[src/rtl/core/qrs_pkg.sv]
// Shared constants and root class codes of the quadratic root solver.
package qrs_pkg;

	localparam int COEF_WIDTH_DEF = 16;
	localparam int FRAC_BITS_DEF  = 20;
	localparam int OUT_WIDTH      = 40;

	localparam logic [1:0] CLS_NONE     = 2'd0;
	localparam logic [1:0] CLS_DISTINCT = 2'd1;
	localparam logic [1:0] CLS_EQUAL    = 2'd2;
	localparam logic [1:0] CLS_COMPLEX  = 2'd3;

endpackage

[src/rtl/core/qrs_sqrt_cell.sv]
// One restoring square root cell: it takes two radicand bits and settles one root bit.
module qrs_sqrt_cell
	import qrs_pkg::*;
#(
	parameter int SW = 37,
	parameter int XW = 74
) (
	input  logic          clk,
	input  logic          en,
	input  logic [SW+2:0] rem_i,
	input  logic [SW-1:0] root_i,
	input  logic [XW-1:0] rad_i,
	output logic [SW+2:0] rem_q,
	output logic [SW-1:0] root_q,
	output logic [XW-1:0] rad_q
);

	logic [SW+2:0] rem_t;
	logic [SW+2:0] trial;
	logic          ge;

	// The remainder never exceeds twice the root, so its top two bits are zero.
	always_comb begin
		rem_t = {rem_i[SW:0], rad_i[XW-1 -: 2]};
		trial = {1'b0, root_i, 2'b01};
		ge    = (rem_t >= trial);
	end

	always_ff @(posedge clk) begin
		if (en) begin
			rem_q  <= ge ? (rem_t - trial) : rem_t;
			root_q <= {root_i[SW-2:0], ge};
			rad_q  <= rad_i << 2;
		end
	end

endmodule

[config.mk]
export PLATFORM = sky130hd
export DESIGN_NAME = qrs_sqrt_cell
export DESIGN_NICKNAME = d
export VERILOG_FILES = /design/src/rtl/core/qrs_pkg.sv /design/src/rtl/core/qrs_sqrt_cell.sv
export SDC_FILE = /design/constraint.sdc
export NUM_CORES = 1
export LEC_CHECK = 0
export ABC_CLOCK_PERIOD_IN_PS = 3000
export BUFFER_PORTS_ARGS = -buffer_cell sky130_fd_sc_hd__buf_2
export CAP_MARGIN = 20
export CORE_MARGIN = 8
export CORE_UTILIZATION = 49
export CTS_CLUSTER_SIZE = 28
export DETAILED_ROUTE_END_ITERATION = 6
export PLACE_DENSITY = 0.84
export SETUP_SLACK_MARGIN = 0.1
export SYNTH_ARGS = -nofsm -noshare
export SYNTH_HDL_FRONTEND = slang
export SYNTH_SLANG_ARGS = --single-unit
[constraint.sdc]
create_clock -name clk -period 3 [get_ports clk]
set_input_delay 0.15 -clock clk [delete_from_list [all_inputs] [get_ports clk]]
set_output_delay 0.15 -clock clk [all_outputs]
set_load 0.02 [all_outputs]
==> metrics.txt, run 1 <==
RePlAce Congestion roughly 0.90; post-synthesis compound-gate area fraction between 10% and 20%; crit end category flip-flop; pwr/cell area between 500 and 600 nW/um^2; XOR/XNOR share of the synthesized area around 3.9%; setup violators final 0; status finished, final reports clean; clk buf depth 2; Min-Delay Path Depth 3; EDFF count, synth 149; leakage about 4.8 nW; post-synthesis cell type count around 60; worst hold start rem_i[9]; HP Class in -> reg; GRT overflow 0; Worst slew margin roughly three fifths; antenna cell count 0; f_max approximately 350 MHz; synth top area cells edfxtp_1 59%, ha_1 6.5%, nand2_1 3.4%; Setup Crit Path Kind in -> reg; FF+latch count, synth roughly 150; starting density of the core between 40% and 50%; unrepaired setup endpoints after global routing false; crit share post-route 94.3%; Hold EP rem_q[11]; Ports approximately 300; crit-path max FO 30; final WL about 26000 um; Post-route DRC 0; final hold vios 0; layout cell share with drive strength beyond 1 roughly 36%; Num Clock Sinks 149; largest family of logic cells by synthesized area compound AO/OA/AOI/OAI gates; Setup Total Neg Slack 0 ps; root buf cell clkbuf_16; most frequent cells after synthesis 149 x edfxtp_1, 68 x nand2_1, 51 x inv_1; Ys Warns 0; worst endpoint required time between 3000 and 4000 ps; core area roughly 15000 um^2; post-route setup slack about 170 ps; pin count of the biggest net entering global routing between 60 and 70; first-pass GRT wire length 39200 um; antenna-violating nets left 0; DRT Pass-1 Iters 5; drt wl/cell between 20 and 25 um; port buffer count ~300; initial drt markers between 500 and 600; MaxCap Viol Count 0; top-count cell post-synth edfxtp_1; Synth Area per Inst between 10 and 15 um^2; via count 6836; mux share of post-synthesis cell area 0.132%; GR Util All Layers 26.0%; PnR Total Power ~0.0063 W; CTS tree built; Final #Nets 1242; min cycle time layout 2830 ps; total CTS buffers 17; worst slew pin tran approximately 610 ps; biggest area consumer among synthesized cells edfxtp_1; Yosys top cell area share about three fifths; clock slew at reported path FFs approximately 70 ps; Startpoint Class input port; ys flop type edfxtp_1; mapped cell area 7560 um^2; Seq/Total Area, Yosys 59.2%; pre-CTS setup slack 298 ps; Layout area overhead 45.7%; Peak VDD IR 0.413 mV; dpl hpwl between 15000 and 20000 um; H-tree levels 4; Pins Over Slew Limit 0; initial antenna violation count 1; vias per inst 5.46; post-synthesis adder-cell area fraction under 10%; die width 140 um; Post-synth ARST share 0%; Post-Synthesis Cells 635; simple-gate area share of the yosys netlist a little under a tenth; Cell Rows 45; vias in the first global route approximately 7000; Worst EP arrival approximately 3000 ps; die height approximately 140 um; die area a little under 20000 um^2
[worst max-delay path, stage by stage]
cell and delay, ps:
dlygate4sd3_1 530, buf_2 120, inv_1 40, ha_1 370, a21o_1 210, a211o_1 290
a31oi_1 150, o21ai_1 140, a311oi_4 370, buf_6 200, buf_12 190, o21ai_0 180
[where the power goes]
| part | switching [W] | internal, W | total [W] |
|---|---|---|---|
| registers | 0.0000633 | 0.00255 | 0.00261 |
| clock network | 0.000955 | 0.00118 | 0.00213 |
| logic | 0.000929 | 0.000593 | 0.00152 |
| total | 0.00195 | 0.00432 | 0.00627 |
[cells by family after synthesis]
kind of cell    count (synthesis)
xor+xnor                       34
simple gates                  147
other cells                     1
flops                         149
buf+inv                        84
compound gates                180
fa+ha+maj                      39
mux                             1
[repair_timing]
item	in CTS	in global routing
gates resized for setup	0	13
endpoints found under the hold margin	108	0
hold buffers	108	0
setup endpoints to repair	0	26
buffers inserted	0	1
[area by class of cell]
type	count	area (um^2)
Clock buffer	17	425
Clock inverter	15	165
Fill cell	987	4130
Inverter	52	195
Multi-Input combinational cell	403	2750
Sequential cell	149	4470
Tap cell	188	235
Timing Repair Buffer	427	2780
[through the flow]
step | cells | hold WS [ps] | area [um^2] | utilization (%)
finish | 1251 | 25.6 | 11000 | 72.7
global route | 1251 | 30.8 | 11000 | 72.7
CTS | 1250 | 7.37 | 11000 | 72.4
detailed placement | 1110 | 328 | 9290 | 61.3
global placement | 1110 | 327 | 9290 | 61.3
floorplan | 636 | 249 | 7570 | -
[placed cells by master, fill, tap and decap left out, types with 11 or more instances in the layout]
master         count
a21o_1            12
a21oi_1           44
buf_2            298
buf_4             16
clkbuf_16         17
dlygate4sd3_1    108
edfxtp_1         149
ha_1              37
inv_1             51
nand2_1           67
nand3_1           11
nand4_1           13
nor2_1            24
o21ai_0           32
o21ai_1           29
xnor2_1           22
xor2_1            12
[per-layer routing]
metal / vias up / wire, um / track usage (%) / share of wire (%)
met5: - / 18 / 0 / 0.069
met4: 2 / 869 / 10.1 / 3.3
met3: 65 / 2030 / 6.66 / 7.8
met2: 363 / 13500 / 47.8 / 52
met1: 3237 / 9630 / 27.9 / 37
li1: 3169 / - / - / -
[sequential cells by signal, summed over array words and instances, names as in the netlist]
register  count
rad_q        72
rem_q        40
root_q       37
[worst max path at each step]
stage	startpoint	endpoint	slack (ps)	cells after the start
6_report	root_i[35]	rem_q[3]	170	12
2_1_floorplan	root_i[35]	rem_q[35]	710	11
5_1_grt	root_i[6]	rem_q[33]	100	12
3_3_place_gp	rem_i[13]	rem_q[38]	320	10
3_5_place_dp	rem_i[0]	rem_q[30]	300	10
4_1_cts	root_i[0]	rem_q[30]	140	12
No activity file was read; power rests on OpenSTA's default activity.
==> inputs of run 2 (changes only) <==
--- a/config.mk
+++ b/config.mk
@@ -9,10 +9,10 @@
 export BUFFER_PORTS_ARGS = -buffer_cell sky130_fd_sc_hd__buf_2
 export CAP_MARGIN = 20
 export CORE_MARGIN = 8
-export CORE_UTILIZATION = 49
+export CORE_UTILIZATION = 25
 export CTS_CLUSTER_SIZE = 28
 export DETAILED_ROUTE_END_ITERATION = 6
-export PLACE_DENSITY = 0.84
+export PLACE_DENSITY = 0.5
 export SETUP_SLACK_MARGIN = 0.1
 export SYNTH_ARGS = -nofsm -noshare
 export SYNTH_HDL_FRONTEND = slang
==> run 2 against run 1 <==
Sequential power is essentially flat. Highest routed layer unchanged. Via count down 3.9%. Setup slack improved by 5.3 ps. Critical endpoint is now rem_q[30]. Largest power group unchanged. Power is 0.25% lower.
==> metrics.txt, run 2 (synthesis gave the netlist of run 1 again) <==
final WL 26100 um (+0.15%); H-tree levels 4 (unchanged); crit path cell chain dlygate4sd3_1 > buf_2 > inv_1 > ha_2 > nand3_4 > nor4_2 > o31ai_2 > buf_4 > a21oi_2 > o21bai_1 > o21ai_0 > xnor2_1 > o21ai_1; crit share post-route 94.1% (-0.18 points); crit end category flip-flop; Crit path max-delay family compound AO/OA/AOI/OAI gates; RePlAce Congestion 0.809 (-10%); f_max 354 MHz (+0.19%); Worst slew margin 45.0% (-14 points); Layout area overhead 52.7%; CTS tree built; worst stage delay on the critical path 520 ps (about the same); Setup Total Neg Slack 0 ps (unchanged); leakage 4.92 nW (+2.7%); Fillers 2940 (+200%); MaxCap Viol Count 0 (unchanged); max reg flops 72 (unchanged); starting density of the core 25.4% (-24 points); Biggest register rad_q; pwr/cell area 541 nW/um^2 (-4.9%); worst slew pin tran 825 ps (+211 ps); WP buf/inv 4 (-1); total CTS buffers 17 (unchanged); clk buf depth 2 (unchanged); initial drt markers 318 (-38%); Hold Slack 24.7 ps (-0.929 ps); layout cell share with drive strength beyond 1 36.1% (+0.043 points); Crit-path slowest cell dlygate4sd3_1; vias per inst 4.42 (-19%); GRT overflow 0 (unchanged); port buffer count 299 (unchanged); Largest regs rad_q: 72 flops, rem_q: 40 flops, root_q: 37 flops; Worst EP arrival 3020 ps (+50 ps); Pins Over Slew Limit 0 (unchanged); min cycle time layout 2820 ps (-5.35 ps); Num Clock Sinks 149 (unchanged); pin count of the biggest net entering global routing 150 (+120%); die width 190 um (+35%); HP Class in -> reg; clock slew at reported path FFs 70 ps (about the same); root buf cell clkbuf_16; via count 6568 (-3.9%); Final #Nets 1275 (+2.7%); PnR Total Power 0.00625 W (-0.25%); first-pass GRT wire length 38900 um (-0.83%); core area 29700 um^2 (+96%); antenna cell count 0 (unchanged); die height 190 um (+35%); status finished, final reports clean; Peak VDD IR 0.346 mV (-16%); Post-route DRC 0 (unchanged); most frequent cells in the layout 298 x buf_2, 149 x edfxtp_1, 127 x dlygate4sd3_1, 68 x nand2_1, 51 x inv_1; die area 36100 um^2 (+83%); worst endpoint required time 3190 ps (+50 ps); drt wl/cell 17.6 um (-16%); commonest non-fill, non-tap cell in the layout buf_2; vias in the first global route 6736 (-1.8%); Setup Crit Path Kind in -> reg; Startpoint Class input port; setup violators final 0 (unchanged); unrepaired setup endpoints after global routing true; antenna-violating nets left 0 (unchanged); DRT Pass-1 Iters 5 (unchanged); Cell Rows 63 (+40%); GR Util All Layers 14.0% (-12 points); final hold vios 0 (unchanged); dpl hpwl 19600 um (+11%); initial antenna violation count 2 (+1); Ports 304 (unchanged); crit-path max FO 6 (-80%)
[run 2: tightest hold or removal path: stages]
cell and delay [ps]:
buf_2 100, nand2_1 40, o21ai_0 60
[run 2: per-stage QoR]
step	util [%]	instances	instance area [um^2]	worst slack, ps
after floorplan	-	636	7570	710
after global placement	32.3	1321	9600	122
after detailed placement	32.3	1321	9600	78.8
after CTS	38.5	1479	11400	110
after global routing	38.9	1485	11600	8.03
final	38.9	1485	11600	177
[run 2: per-layer routing]
| metal | vias to the layer above | wire, um | GRT usage, % |
|---|---|---|---|
| met5 | - | 27 | 0 |
| met2 | 245 | 12500 | 23.8 |
| met4 | 4 | 509 | 5.05 |
| met1 | 3055 | 11000 | 16.2 |
| met3 | 29 | 2180 | 4.74 |
| li1 | 3235 | - | - |
[run 2: layout make-up]
class | count | area (um^2) | share of cell area (%)
tap | 390 | 488 | 4.22
timing repair buffer | 460 | 3070 | 26.6
clock buffer | 19 | 433 | 3.75
sequential | 149 | 4470 | 38.7
multi-input combinational | 403 | 2760 | 23.9
inverter | 52 | 195 | 1.69
clock inverter | 12 | 131 | 1.14
[run 2: worst paths after layout]
kind / slack [ps] / start / depth (start not counted) / endpoint
max: 180 / root_i[6] / 13 / rem_q[30]
min: 20 / rem_i[17] / 3 / rem_q[19]
[run 2: power by group]
group / leakage, nW / internal, W / switching [W] / total [W]
clock: 0.267 / 0.00122 / 0.000879 / 0.00210
combinational: 3.19 / 0.000631 / 0.000924 / 0.00156
sequential: 1.46 / 0.00255 / 0.0000506 / 0.00260
total: 4.92 / 0.00440 / 0.00185 / 0.00625
[run 2: timing repair]
action / CTS / global route
gates resized for setup: 0 / 13
buffers inserted: 0 / 5
setup endpoints to repair: 0 / 38
hold buffers: 127 / 0
hold endpoints to repair: 127 / 0
==> inputs of run 3 (changes only) <==
--- a/config.mk
+++ b/config.mk
@@ -13,6 +13,7 @@
 export CTS_CLUSTER_SIZE = 28
 export DETAILED_ROUTE_END_ITERATION = 6
 export PLACE_DENSITY = 0.5
+export RECOVER_POWER = 100
 export SETUP_SLACK_MARGIN = 0.1
 export SYNTH_ARGS = -nofsm -noshare
 export SYNTH_HDL_FRONTEND = slang
==> run 3 against run 2 <==
The flow now finishes with violations (max-capacitance violations, max-slew violations). Combinational power decreased by 4%. Die area unchanged. Critical path depth unchanged. Cell area decreased by 2.2%. Non-clock buffer count unchanged. Cell count unchanged. Clock-buffer cell count unchanged. Power decreased by 0.86%. Clock power about the same. Flip-flop and latch count unchanged. Global-route usage unchanged. Setup slack improved by 3.2 ps.
==> metrics.txt, run 3 (synthesis gave the netlist of run 1 again) <==
Startpoint Class input port; Final #Nets 1275 (unchanged); PnR Total Power 0.00620 W (-0.86%); Storage cell area 4470 um^2 (unchanged); violated checks max-capacitance violations, max-slew violations; crit share post-route 94.0% (-0.11 points); via count 6548 (-0.30%); Ports 304 (unchanged); crit path cell chain dlygate4sd3_1 > buf_2 > inv_1 > ha_2 > nand3_4 > nor4_2 > o31ai_2 > buf_4 > a21oi_2 > o21bai_1 > o21ai_0 > xnor2_1 > o21ai_1; cell total after placement 1321 (unchanged); Biggest register rad_q; clk buf depth 2 (unchanged); total CTS buffers 17 (unchanged); status finished with violations; vias in the first global route 6736 (unchanged); worst slew pin tran 2080 ps (+1250 ps); worst stage delay on the critical path 520 ps (about the same); f_max 355 MHz (+0.11%); commonest non-fill, non-tap cell in the layout clkbuf_1; CTS tree built; Fillers 3029 (+3.0%); leakage 4.40 nW (-10%); clock slew at reported path FFs 70 ps (about the same); post-route setup slack 180 ps (+3.22 ps); die width 190 um (unchanged); Sw Share 30.1% (+0.41 points); DRT Pass-1 Iters 5 (unchanged); Seq pwr share 42.1% (+0.5 points); Comb pwr share 24.0% (-0.9 points); min cycle time layout 2820 ps (-3.22 ps); Hold Slack 20.8 ps (-3.90 ps); initial antenna violation count 2 (unchanged); internal power 0.00433 W (-1.4%); first-pass GRT wire length 38900 um (unchanged); initial drt markers 339 (+6.6%); core area 29700 um^2 (unchanged); Cell Rows 63 (unchanged); root buf cell clkbuf_16; most frequent cells in the layout 185 x clkbuf_1, 149 x edfxtp_1, 127 x dlygate4sd3_1, 118 x buf_2, 68 x nand2_1; Min-Delay Path Depth 3 (unchanged); starting density of the core 25.4% (unchanged); setup violators final 0 (unchanged); Setup Total Neg Slack 0 ps (unchanged); die height 190 um (unchanged); H-tree levels 4 (unchanged); die area 36100 um^2 (unchanged); unrepaired setup endpoints after global routing true; layout cell share with drive strength beyond 1 19.4% (-17 points); final instance count without filler cells 1485 (unchanged); antenna cell count 0 (unchanged); Largest regs rad_q: 72 flops, rem_q: 40 flops, root_q: 37 flops; pin count of the biggest net entering global routing 150 (unchanged); worst endpoint required time 3200 ps (about the same); Setup Crit Path Kind in -> reg; Crit-path slowest cell dlygate4sd3_1; GRT overflow 0 (unchanged); vias per inst 4.41 (-0.30%); pwr/cell area 549 nW/um^2 (+1.4%); drt wl/cell 17.6 um (about the same); port buffer count 299 (unchanged); MaxCap Viol Count 1 (+1); Peak VDD IR 0.346 mV (about the same); max reg flops 72 (unchanged); final hold vios 0 (unchanged); GR Util All Layers 14.0% (unchanged); Num Clock Sinks 149 (unchanged); crit end category flip-flop; HP Class in -> reg; pre-CTS setup slack 78.8 ps (unchanged); RePlAce Congestion 0.809 (unchanged); clock network fraction of total power 33.9% (+0.3 points); Worst EP arrival 3020 ps (about the same); Layout area overhead 49.4%; Switching Power 0.00186 W (+0.51%); Pins Over Slew Limit 150 (+150); Post-route DRC 0 (unchanged); Worst slew margin -38.5% (-84 points); final WL 26200 um (about the same); multi-input logic area 2760 um^2 (unchanged); antenna-violating nets left 0 (unchanged); crit-path max FO 6 (unchanged); dpl hpwl 19600 um (unchanged)
-- run 3: what timing repair did --
item | CTS | global route
setup buffers | 0 | 5
resized for setup | 0 | 13
endpoints found under the setup margin | 0 | 38
hold endpoints to repair | 127 | 0
hold buffers | 127 | 0
-- run 3: power by group through the flow --
stage	combinational (W)	sequential (W)	clock (W)
2_1_floorplan	0.000570	0.00292	0
6_report	0.00149	0.00261	0.00210
3_3_place_gp	0.00140	0.00264	0
5_1_grt	0.00163	0.00263	0.00225
4_1_cts	0.00155	0.00260	0.00218
3_5_place_dp	0.00141	0.00264	0
-- run 3: metal layers --
metal / up-vias / global-route usage, % / part of all wire (%)
met4: 4 / 5.05 / 2.0
met1: 3043 / 16.2 / 42
met2: 237 / 23.8 / 48
met5: - / 0 / 0.10
li1: 3235 / - / -
met3: 29 / 4.74 / 8.2
-- run 3: final cells by class --
type,count,area share (%)
Tap cell,390,4.32
Clock inverter,12,1.16
Multi-Input combinational cell,403,24.4
Timing Repair Buffer,460,25.0
Sequential cell,149,39.6
Inverter,52,1.73
Clock buffer,19,3.83
-- run 3: critical path: cells and delay by family --
family / cells / cell delay [ps]
AND/OR/NAND/NOR: 2 / 480
adder cells (fa/ha/maj): 1 / 400
buffers and inverters: 4 / 840
XOR/XNOR: 1 / 160
AO/OA/AOI/OAI: 5 / 990
-- run 3: per-stage QoR --
step / util [%] / cell area (um^2)
global placement: 32.3 / 9600
CTS: 38.5 / 11400
global route: 38.0 / 11300
finish: 38.0 / 11300
detailed placement: 32.3 / 9600
floorplan: - / 7570
-- run 3: final timing paths --
path | from | to | slack [ps]
setup / recovery | root_i[6] | rem_q[30] | 180
hold / removal | rem_i[27] | rem_q[29] | 20
