[config.mk]
export PLATFORM = sky130hd
export DESIGN_NAME = qrs_div_cell
export DESIGN_NICKNAME = d
export VERILOG_FILES = /design/src/rtl/core/qrs_pkg.sv /design/src/rtl/core/qrs_div_cell.sv
export SDC_FILE = /design/constraint.sdc
export NUM_CORES = 1
export LEC_CHECK = 0
export ABC_AREA = 1
export BUFFER_PORTS_ARGS = -buffer_cell sky130_fd_sc_hd__buf_2
export CAP_MARGIN = 0
export CORE_AREA = 3 3 160 162
export CTS_CLUSTER_SIZE = 25
export DETAILED_ROUTE_END_ITERATION = 6
export DIE_AREA = 0 0 163 165
export PLACE_DENSITY = 0.69
export SYNTH_ARGS = -nofsm -noshare
export SYNTH_HDL_FRONTEND = slang
export SYNTH_SLANG_ARGS = --single-unit
[constraint.sdc]
create_clock -name clk -period 1.6 [get_ports clk]
set_input_delay 0.16 -clock clk [delete_from_list [all_inputs] [get_ports clk]]
set_output_delay 0.16 -clock clk [all_outputs]
set_load 0.01 [all_outputs]
[src/rtl/core/qrs_pkg.sv]
// Shared constants and root class codes of the quadratic root solver.
package qrs_pkg;

	localparam int COEF_WIDTH_DEF = 16;
	localparam int FRAC_BITS_DEF  = 20;
	localparam int OUT_WIDTH      = 40;

	localparam logic [1:0] CLS_NONE     = 2'd0;
	localparam logic [1:0] CLS_DISTINCT = 2'd1;
	localparam logic [1:0] CLS_EQUAL    = 2'd2;
	localparam logic [1:0] CLS_COMPLEX  = 2'd3;

endpackage

[src/rtl/core/qrs_div_cell.sv]
// One restoring division cell for two numerators that share a divisor.
module qrs_div_cell
	import qrs_pkg::*;
#(
	parameter int NW  = 38,
	parameter int DNW = 17
) (
	input  logic           clk,
	input  logic           en,
	input  logic [DNW-1:0] den_i,
	input  logic [NW-1:0]  n1_i,
	input  logic [NW-1:0]  n2_i,
	input  logic [NW-1:0]  q1_i,
	input  logic [NW-1:0]  q2_i,
	input  logic [DNW:0]   r1_i,
	input  logic [DNW:0]   r2_i,
	output logic [DNW-1:0] den_q,
	output logic [NW-1:0]  n1_q,
	output logic [NW-1:0]  n2_q,
	output logic [NW-1:0]  q1_q,
	output logic [NW-1:0]  q2_q,
	output logic [DNW:0]   r1_q,
	output logic [DNW:0]   r2_q
);

	logic [DNW:0] t1, t2, dx;
	logic         g1, g2;

	always_comb begin
		dx = {1'b0, den_i};
		t1 = {r1_i[DNW-1:0], n1_i[NW-1]};
		t2 = {r2_i[DNW-1:0], n2_i[NW-1]};
		g1 = (t1 >= dx);
		g2 = (t2 >= dx);
	end

	always_ff @(posedge clk) begin
		if (en) begin
			den_q <= den_i;
			n1_q  <= n1_i << 1;
			n2_q  <= n2_i << 1;
			q1_q  <= {q1_i[NW-2:0], g1};
			q2_q  <= {q2_i[NW-2:0], g2};
			r1_q  <= g1 ? (t1 - dx) : t1;
			r2_q  <= g2 ? (t2 - dx) : t2;
		end
	end

endmodule

==> impl_metrics.env, run 1 <==
export IMPL_die_w_um=163
export IMPL_ys_top_cells_by_count="nand2_1 (327), edfxtp_1 (203), inv_1 (124)"
export IMPL_wl_um=32400
export IMPL_place_inst=1671
export IMPL_synth_seq_area_share_pct=66.0
export IMPL_synth_area_top_cells="edfxtp_1 (66%), nand2_1 (13%), inv_1 (5.0%)"
export IMPL_clkTransAtPathRegs_ps=60
export IMPL_fin_crit_ps=1470
export IMPL_dr_total_vias=8462
export IMPL_max_freq_mhz=679
export IMPL_synth_largest_area_cell="edfxtp_1"
export IMPL_fin_crit_sh_pct=92.0
export IMPL_ios=412
export IMPL_pre_cts_ws_ps=-368
export IMPL_cp_arrival_ps=1720
export IMPL_ys_seq_elements=203
export IMPL_synth_warnings=0
export IMPL_drv_slew=0
export IMPL_p_seq_share_pct=43.8
export IMPL_cts_buffer_depth=3
export IMPL_p_int_w=0.0111
export IMPL_synth_edf_count=203
export IMPL_cts_setup_buffers=0
export IMPL_antenna_left=0
export IMPL_hold_viol_final=0
export IMPL_drc_errors=0
export IMPL_switching_share_pct=26.3
export IMPL_globalRouteTotalUtil_pct=23.1
export IMPL_setup_viol=0
export IMPL_power_frac_comb_pct=21.4
export IMPL_cts_sinks=203
export IMPL_place_congestion=0.872
export IMPL_rows=57
export IMPL_htreeDepth=1
export IMPL_postSynthCellCount=846
export IMPL_dp_hpwl_um=22900
export IMPL_area_growth_syn_to_layout_pct=66.8
export IMPL_grt_pass1_wl_um=47500
export IMPL_worstSetupPathType="in2reg"
export IMPL_rsz0062_at_grt="false"
export IMPL_synth_cell_type_count=28
export IMPL_worst_path_max_fanout=16
export IMPL_synth_most_common_cell="nand2_1"
export IMPL_min_path_type="in2reg"
export IMPL_die_h_um=165
export IMPL_timing_final_ws_setup_ps=128
export IMPL_dieArea_sq_mm=0.0269
export IMPL_startpoint_type="primary input"
export IMPL_cts_buffers=22
export IMPL_synthArstFlopShare_pct=0
export IMPL_yosysTopAreaCellShare_pct=66.0
export IMPL_switchingPower_w=0.00396
export IMPL_synth_area_sq_mm=0.00923
export IMPL_final_nets=1798
export IMPL_status="completed"
export IMPL_grt_pass1_vias=8721
export IMPL_p_per_area_mw_per_mm2=976
export IMPL_drt_pass1_iterations=5
export IMPL_grt_antenna_before_repair=3
export IMPL_worstSetupEndpointType="flip-flop"
export IMPL_root_buffer="clkbuf_16"
export IMPL_viasPerCell=4.46
export IMPL_overflow=0
export IMPL_grt_max_degree=43
export IMPL_avgRoutedWirePerCell_um=17.1
export IMPL_initial_core_util_pct=38.1
export IMPL_drtIter0Drc=554
export IMPL_p_clk_share_pct=34.9
export IMPL_fp_coreArea_sq_mm=0.0242
export IMPL_drive_gt1_share_pct=40.0
export IMPL_synth_flop_cell="edfxtp_1"
export IMPL_ir_worst_vdd_uv=694
export IMPL_cap_violations=0
export IMPL_worstPathRequired_ps=1850
export IMPL_cts_tree="built"
export IMPL_p_leak_nw=7.41
export IMPL_port_buffers=405
export IMPL_stdcell_count=1898
export IMPL_avgSynthCellArea_sq_um=10.9
[final timing paths]
kind  slack, ps  cells past startpoint       to  startpoint
max         130                     13  r2_q[6]   den_i[14]
min          20                      3  r1_q[4]     r1_i[3]
[power groups by stage]
stage | Sequential [W] | Clock (W) | Combinational [W]
6_report | 0.00658 | 0.00524 | 0.00321
2_1_floorplan | 0.00694 | 0 | 0.00104
4_1_cts | 0.00655 | 0.00533 | 0.00319
3_3_place_gp | 0.00665 | 0 | 0.00276
5_1_grt | 0.00661 | 0.00559 | 0.00352
3_5_place_dp | 0.00666 | 0 | 0.00281
[cell usage in the layout (no fill, tap or decap), types with 5 or more instances in the layout]
master | netlist | routed
buf_2 | 0 | 404
buf_12 | 0 | 9
dlygate4sd3_1 | 0 | 184
nand3_1 | 32 | 32
inv_2 | 11 | 11
xor2_1 | 11 | 11
buf_4 | 2 | 92
a21oi_1 | 16 | 16
edfxtp_1 | 203 | 203
inv_1 | 124 | 115
clkinv_1 | 4 | 8
clkbuf_16 | 0 | 23
clkinvlp_4 | 0 | 10
nand2_1 | 327 | 322
nor2_2 | 3 | 5
nor2_1 | 27 | 25
ha_1 | 34 | 13
nand2_2 | 16 | 21
ha_4 | 0 | 21
[area by class of cell]
| type | count | area, sq um |
|---|---|---|
| Fill cell | 1908 | 8850 |
| Sequential cell | 203 | 6100 |
| Timing Repair Buffer | 690 | 4750 |
| Multi-Input combinational cell | 499 | 2840 |
| Clock buffer | 25 | 583 |
| Inverter | 139 | 556 |
| Tap cell | 324 | 405 |
| Clock inverter | 15 | 163 |
| Antenna cell | 3 | 7.51 |
[cell families (layout without fill, tap and decap cells)]
| kind of cell | after synthesis | after routing | share of synthesized area, % |
|---|---|---|---|
| other cells | 1 | 5 | 0.0406 |
| compound gates | 20 | 20 | 1.41 |
| simple gates | 427 | 427 | 19.8 |
| fa+ha+maj | 36 | 36 | 5.04 |
| buf+inv | 145 | 869 | 6.34 |
| xor+xnor | 14 | 14 | 1.33 |
| flops | 203 | 203 | 66.0 |
[flip-flops by register name, summed over array words and instances (netlist names)]
signal,count
den_q,17
n1_q,37
n2_q,37
q1_q,38
q2_q,38
r1_q,18
r2_q,18
[worst max-delay path, cell delays in order]
cell        delay [ps]
buf_2              110
clkinvlp_4         160
ha_4               310
nand2_1             90
inv_2               80
nand2_2             60
nor2_2             140
nand4_2            150
nand3_2            140
nor2_4              50
buf_12             150
nand2_1             60
nand2_1             60
[per-layer routing]
metal  GRT usage, %  part of all wire, %  routed length (um)
met5              0                 0.11                  34
met4           7.88                  3.3                1080
met2           42.2                   51               16600
met3           4.99                  6.8                2200
met1           26.8                   38               12400
[through the flow]
step / power (W) / util, % / hold WS (ps) / TNS [ps] / cell area, sq um
after floorplan: 0.00798 / - / 259 / -1080 / 9540
after global placement: 0.00941 / 52.7 / 337 / -12400 / 12800
after detailed placement: 0.00947 / 52.7 / 338 / -12940 / 12800
after CTS: 0.0151 / 63.4 / 10.9 / 0 / 15400
after global routing: 0.0157 / 63.5 / 38.5 / 0 / 15400
final: 0.0150 / 63.5 / 18.8 / 0 / 15400
[repair_timing]
action                     CTS  global route
hold buffers               184             0
hold endpoints to repair   184             0
setup endpoints to repair    0            15
gates resized for setup      0             3
(Power assumes the default switching activity.)
==> run 2, diff against run 1 <==
--- a/config.mk
+++ b/config.mk
@@ -8,11 +8,13 @@
 export ABC_AREA = 1
 export BUFFER_PORTS_ARGS = -buffer_cell sky130_fd_sc_hd__buf_2
 export CAP_MARGIN = 0
-export CORE_AREA = 3 3 160 162
+export CELL_PAD_IN_SITES_DETAIL_PLACEMENT = 0
+export CELL_PAD_IN_SITES_GLOBAL_PLACEMENT = 1
+export CORE_MARGIN = 3
+export CORE_UTILIZATION = 35
 export CTS_CLUSTER_SIZE = 25
 export DETAILED_ROUTE_END_ITERATION = 6
-export DIE_AREA = 0 0 163 165
-export PLACE_DENSITY = 0.69
+export PLACE_DENSITY_LB_ADDON = 0.1
 export SYNTH_ARGS = -nofsm -noshare
 export SYNTH_HDL_FRONTEND = slang
 export SYNTH_SLANG_ARGS = --single-unit
==> constraint.sdc (replaced) <==
create_clock -name clk -period 1.45 [get_ports clk]
set_input_delay 0.145 -clock clk [delete_from_list [all_inputs] [get_ports clk]]
set_output_delay 0.145 -clock clk [all_outputs]
set_load 0.01 [all_outputs]
==> impl_metrics.env, run 2 (same netlist as run 1, synthesis figures left out) <==
export IMPL_reg_top3="q1_q: 38 flops, q2_q: 38 flops"
export IMPL_port_buffers=405
export IMPL_startpoint_type="primary input"
export IMPL_area_growth_syn_to_layout_pct=73.6
export IMPL_power_frac_comb_pct=23.2
export IMPL_switching_share_pct=26.5
export IMPL_globalRouteTotalUtil_pct=22.3
export IMPL_final_core_util_pct=62.7
export IMPL_drt_pass1_iterations=6
export IMPL_die_h_um=168
export IMPL_cts_sinks=203
export IMPL_worstPathRequired_ps=1720
export IMPL_dp_hpwl_um=24600
export IMPL_min_path_type="in2reg"
export IMPL_fillCellCount=2125
export IMPL_viasPerCell=4.38
export IMPL_p_int_w=0.0122
export IMPL_hold_viol_final=0
export IMPL_cts_tree="built"
export IMPL_p_per_area_mw_per_mm2=1040
export IMPL_clkTransAtPathRegs_ps=60
export IMPL_setup_viol=0
export IMPL_ir_worst_vdd_uv=817
export IMPL_avgRoutedWirePerCell_um=17.4
export IMPL_worstSetupEndpointType="flip-flop"
export IMPL_place_congestion=0.826
export IMPL_htreeDepth=1
export IMPL_p_leak_nw=7.59
export IMPL_cp_arrival_ps=1690
export IMPL_dr_total_vias=8433
export IMPL_wl_um=33400
export IMPL_stdcell_count=1927
export IMPL_die_w_um=168
export IMPL_root_buffer="clkbuf_16"
export IMPL_fin_crit_sh_pct=97.9
export IMPL_fin_crit_ps=1420
export IMPL_cts_buffer_depth=3
export IMPL_multi_input_area_sq_mm=0.00319
export IMPL_worst_path_max_fanout=4
export IMPL_initial_core_util_pct=36.1
export IMPL_grt_pass1_vias=8667
export IMPL_grt_antenna_before_repair=2
export IMPL_dpl_cell_area_sq_mm=0.0129
export IMPL_startpoint="den_i[16]"
export IMPL_drive_gt1_share_pct=45.3
export IMPL_status="completed"
export IMPL_antenna_left=0
export IMPL_grt_max_degree=65
export IMPL_fin_tns_setup_ps=0
export IMPL_rsz0062_at_grt="true"
export IMPL_rows=58
export IMPL_fp_coreArea_sq_mm=0.0255
export IMPL_drv_slew=0
export IMPL_drc_errors=0
export IMPL_max_freq_mhz=705
export IMPL_cap_violations=0
export IMPL_cts_buffers=23
export IMPL_design_area_sq_mm=0.0160
export IMPL_worstSetupPathType="in2reg"
export IMPL_final_common_cell="buf_2"
export IMPL_grt_pass1_wl_um=49200
export IMPL_drtIter0Drc=496
export IMPL_p_seq_share_pct=43.5
export IMPL_hp_start="r1_i[6]"
export IMPL_ios=412
export IMPL_final_nets=1825
export IMPL_dieArea_sq_mm=0.0284
export IMPL_hold_slack_ps=11.4
export IMPL_p_clk_share_pct=33.3
export IMPL_final_cell_mix="buf_2 (395), nand2_1 (287), edfxtp_1 (203)"
export IMPL_overflow=0
export IMPL_place_inst=1684
export IMPL_switchingPower_w=0.00440
export IMPL_seqCellArea_sq_mm=0.00610
run 2: worst paths after layout:
path | end | depth (start not counted)
worst max-delay path | r2_q[3] | 13
worst min-delay path | r1_q[7] | 3
run 2: cell type report:
type | count | share of cell area, %
sequential | 203 | 38.0
antenna | 2 | 0.0312
tap | 330 | 2.58
clock inverter | 9 | 0.640
timing repair buffer | 716 | 31.6
multi-input combinational | 499 | 19.9
inverter | 139 | 3.51
clock buffer | 29 | 3.73
run 2: routing by layer:
| layer | GRT usage, % | routed length (um) | share of wire (%) |
|---|---|---|---|
| met3 | 5.07 | 2250 | 6.7 |
| met5 | 0 | 0 | 0 |
| met2 | 41.1 | 17300 | 52 |
| met1 | 25.5 | 12800 | 38 |
| met4 | 7.01 | 1030 | 3.1 |
run 2: per-stage QoR:
stage,total power (W),setup slack [ps]
2_1_floorplan,0.00880,-206
3_3_place_gp,0.0105,-514
3_5_place_dp,0.0105,-531
4_1_cts,0.0165,1.42
5_1_grt,0.0174,-24.3
6_report,0.0166,31.0
run 2: power groups by stage:
stage	logic, W	registers, W	clock network, W
after CTS	0.00361	0.00721	0.00564
after global routing	0.00421	0.00727	0.00592
after floorplan	0.00115	0.00765	0
after global placement	0.00316	0.00732	0
after detailed placement	0.00318	0.00733	0
final	0.00385	0.00722	0.00553
run 2: what timing repair did:
action / in CTS / in global routing
endpoints found under the hold margin: 197 / 0
resized for setup: 1 / 112
setup buffers: 0 / 11
pin swaps: 0 / 45
cloned: 0 / 3
endpoints found under the setup margin: 1 / 36
hold buffers: 189 / 0
run 2: worst max-delay path, stage by stage:
cell,delay [ps]
buf_6,90
clkinvlp_4,150
ha_4,310
inv_2,50
nor2_4,110
nand2_2,90
nor2_4,150
nand4_4,130
nand3_2,120
nor2_4,70
clkbuf_16,170
nand2_2,50
nand2_1,40
==> run 3, diff against run 2 <==
--- a/config.mk
+++ b/config.mk
@@ -15,6 +15,7 @@
 export CTS_CLUSTER_SIZE = 25
 export DETAILED_ROUTE_END_ITERATION = 6
 export PLACE_DENSITY_LB_ADDON = 0.1
+export SETUP_SLACK_MARGIN = 0.5
 export SYNTH_ARGS = -nofsm -noshare
 export SYNTH_HDL_FRONTEND = slang
 export SYNTH_SLANG_ARGS = --single-unit
==> impl_metrics.env, run 3 (same netlist as run 1, synthesis figures left out) <==
export IMPL_dp_hpwl_um=24600
export IMPL_htreeDepth=1
export IMPL_root_buffer="clkbuf_16"
export IMPL_cp_arrival_ps=1680
export IMPL_antenna_left=0
export IMPL_worstSetupPathType="in2reg"
export IMPL_cts_tree="built"
export IMPL_place_inst=1684
export IMPL_worst_path_max_fanout=5
export IMPL_grt_antenna_before_repair=2
export IMPL_dieArea_sq_mm=0.0284
export IMPL_drt_pass1_iterations=4
export IMPL_hold_viol_final=0
export IMPL_startpoint_type="primary input"
export IMPL_rsz0062_at_grt="true"
export IMPL_viasPerCell=4.43
export IMPL_crit_slowest_cell="fa_2"
export IMPL_cts_buffers=23
export IMPL_final_core_util_pct=66.5
export IMPL_min_path_type="in2reg"
export IMPL_grt_pass1_wl_um=49200
export IMPL_relSlewSlack_pct=65.0
export IMPL_wl_um=35200
export IMPL_place_congestion=0.826
export IMPL_fin_crit_ps=1430
export IMPL_design_area_sq_mm=0.0170
export IMPL_worstSetupEndpointType="flip-flop"
export IMPL_final_common_cell="buf_2"
export IMPL_reg_top3="q1_q: 38 flops, q2_q: 38 flops"
export IMPL_fin_crit_sh_pct=98.5
export IMPL_die_w_um=168
export IMPL_avgRoutedWirePerCell_um=18.2
export IMPL_die_h_um=168
export IMPL_drive_gt1_share_pct=51.6
export IMPL_final_nets=1832
export IMPL_ios=412
export IMPL_final_cell_mix="buf_2 (342), nand2_1 (209), edfxtp_1 (203)"
export IMPL_max_freq_mhz=700
export IMPL_p_leak_nw=7.95
export IMPL_dr_total_vias=8570
export IMPL_stdcell_count=1934
export IMPL_critical_path_max_stage_delay_ps=360
export IMPL_setup_viol=0
export IMPL_drtIter0Drc=460
export IMPL_rows=58
export IMPL_cts_sinks=203
export IMPL_worstPathRequired_ps=1710
export IMPL_cap_violations=0
export IMPL_p_per_area_mw_per_mm2=1010
export IMPL_status="completed"
export IMPL_area_growth_syn_to_layout_pct=84.0
export IMPL_dpl_cell_area_sq_mm=0.0129
export IMPL_fin_tns_setup_ps=0
export IMPL_cts_buffer_depth=3
export IMPL_fillCellCount=1995
export IMPL_drv_slew=0
export IMPL_grt_max_degree=65
export IMPL_port_buffers=405
export IMPL_worstMarginPinSlew_ps=526
export IMPL_ir_worst_vdd_uv=793
export IMPL_drc_errors=0
export IMPL_grt_pass1_vias=8651
export IMPL_hold_slack_ps=14.0
export IMPL_crit_chain="buf_4 > ha_4 > inv_2 > fa_2 > buf_6 > nand4_4 > buf_6 > nand4_4 > clkbuf_16 > nand2_4 > nand2_2"
export IMPL_clkTransAtPathRegs_ps=60
export IMPL_fp_coreArea_sq_mm=0.0255
export IMPL_overflow=0
export IMPL_globalRouteTotalUtil_pct=22.3
export IMPL_initial_core_util_pct=36.1
[run 3: changes by cell type in the layout (fill, tap and decap cells not counted), sizes merged]
cell / change
dlygate4sd3: -2
inv: -4
clkbuf: +4
dlymetal6s4s: +1
clkinvlp: +1
buf: +4
clkinv: +3
[run 3: what timing repair did]
action	4_1_cts	5_1_grt
gates resized for setup	47	291
endpoints found under the hold margin	196	0
gates cloned	0	10
pin swaps	15	56
setup endpoints to repair	241	250
setup buffers	5	7
hold buffers	188	0
[run 3: final cells by class]
cell class                 instances  area, sq um  area share, %
antenna                            2         5.00         0.0295
clock buffer                      29          598           3.52
clock inverter                     9          103          0.604
inverter                         139          588           3.46
multi-input combinational        499         3640           21.4
sequential                       203         6100           35.9
tap                              330          413           2.43
timing repair buffer             723         5550           32.7
[run 3: routing by layer]
metal / track usage, % / share of wire (%) / vias up
met4: 6.72 / 3.2 / 0
met2: 41.5 / 52 / 284
met5: 0 / 0 / -
li1: - / - / 4237
met3: 5.07 / 6.2 / 58
met1: 25.5 / 39 / 3991
[run 3: where the power goes]
part           total, W  switching, W  internal, W
logic           0.00439       0.00222      0.00217
clock network   0.00554       0.00227      0.00326
registers       0.00726      0.000166      0.00710
total            0.0172       0.00466       0.0125
[run 3: path summary, 6_finish.rpt]
check	from	to	slack, ps	depth (start not counted)
min	r1_i[6]	r1_q[7]	10	3
max	den_i[0]	r1_q[0]	20	11
[run 3: metrics by stage]
stage	total power (W)	setup slack, ps
5_1_grt	0.0180	-29.3
6_report	0.0172	21.9
4_1_cts	0.0166	58.4
2_1_floorplan	0.00880	-206
3_3_place_gp	0.0105	-514
3_5_place_dp	0.0105	-531
[run 3: critical path: cells and delay by family]
family	cells	cell delay, ps
and+or+nand+nor	4	350
adders and majority gates	2	510
buffers and inverters	5	670
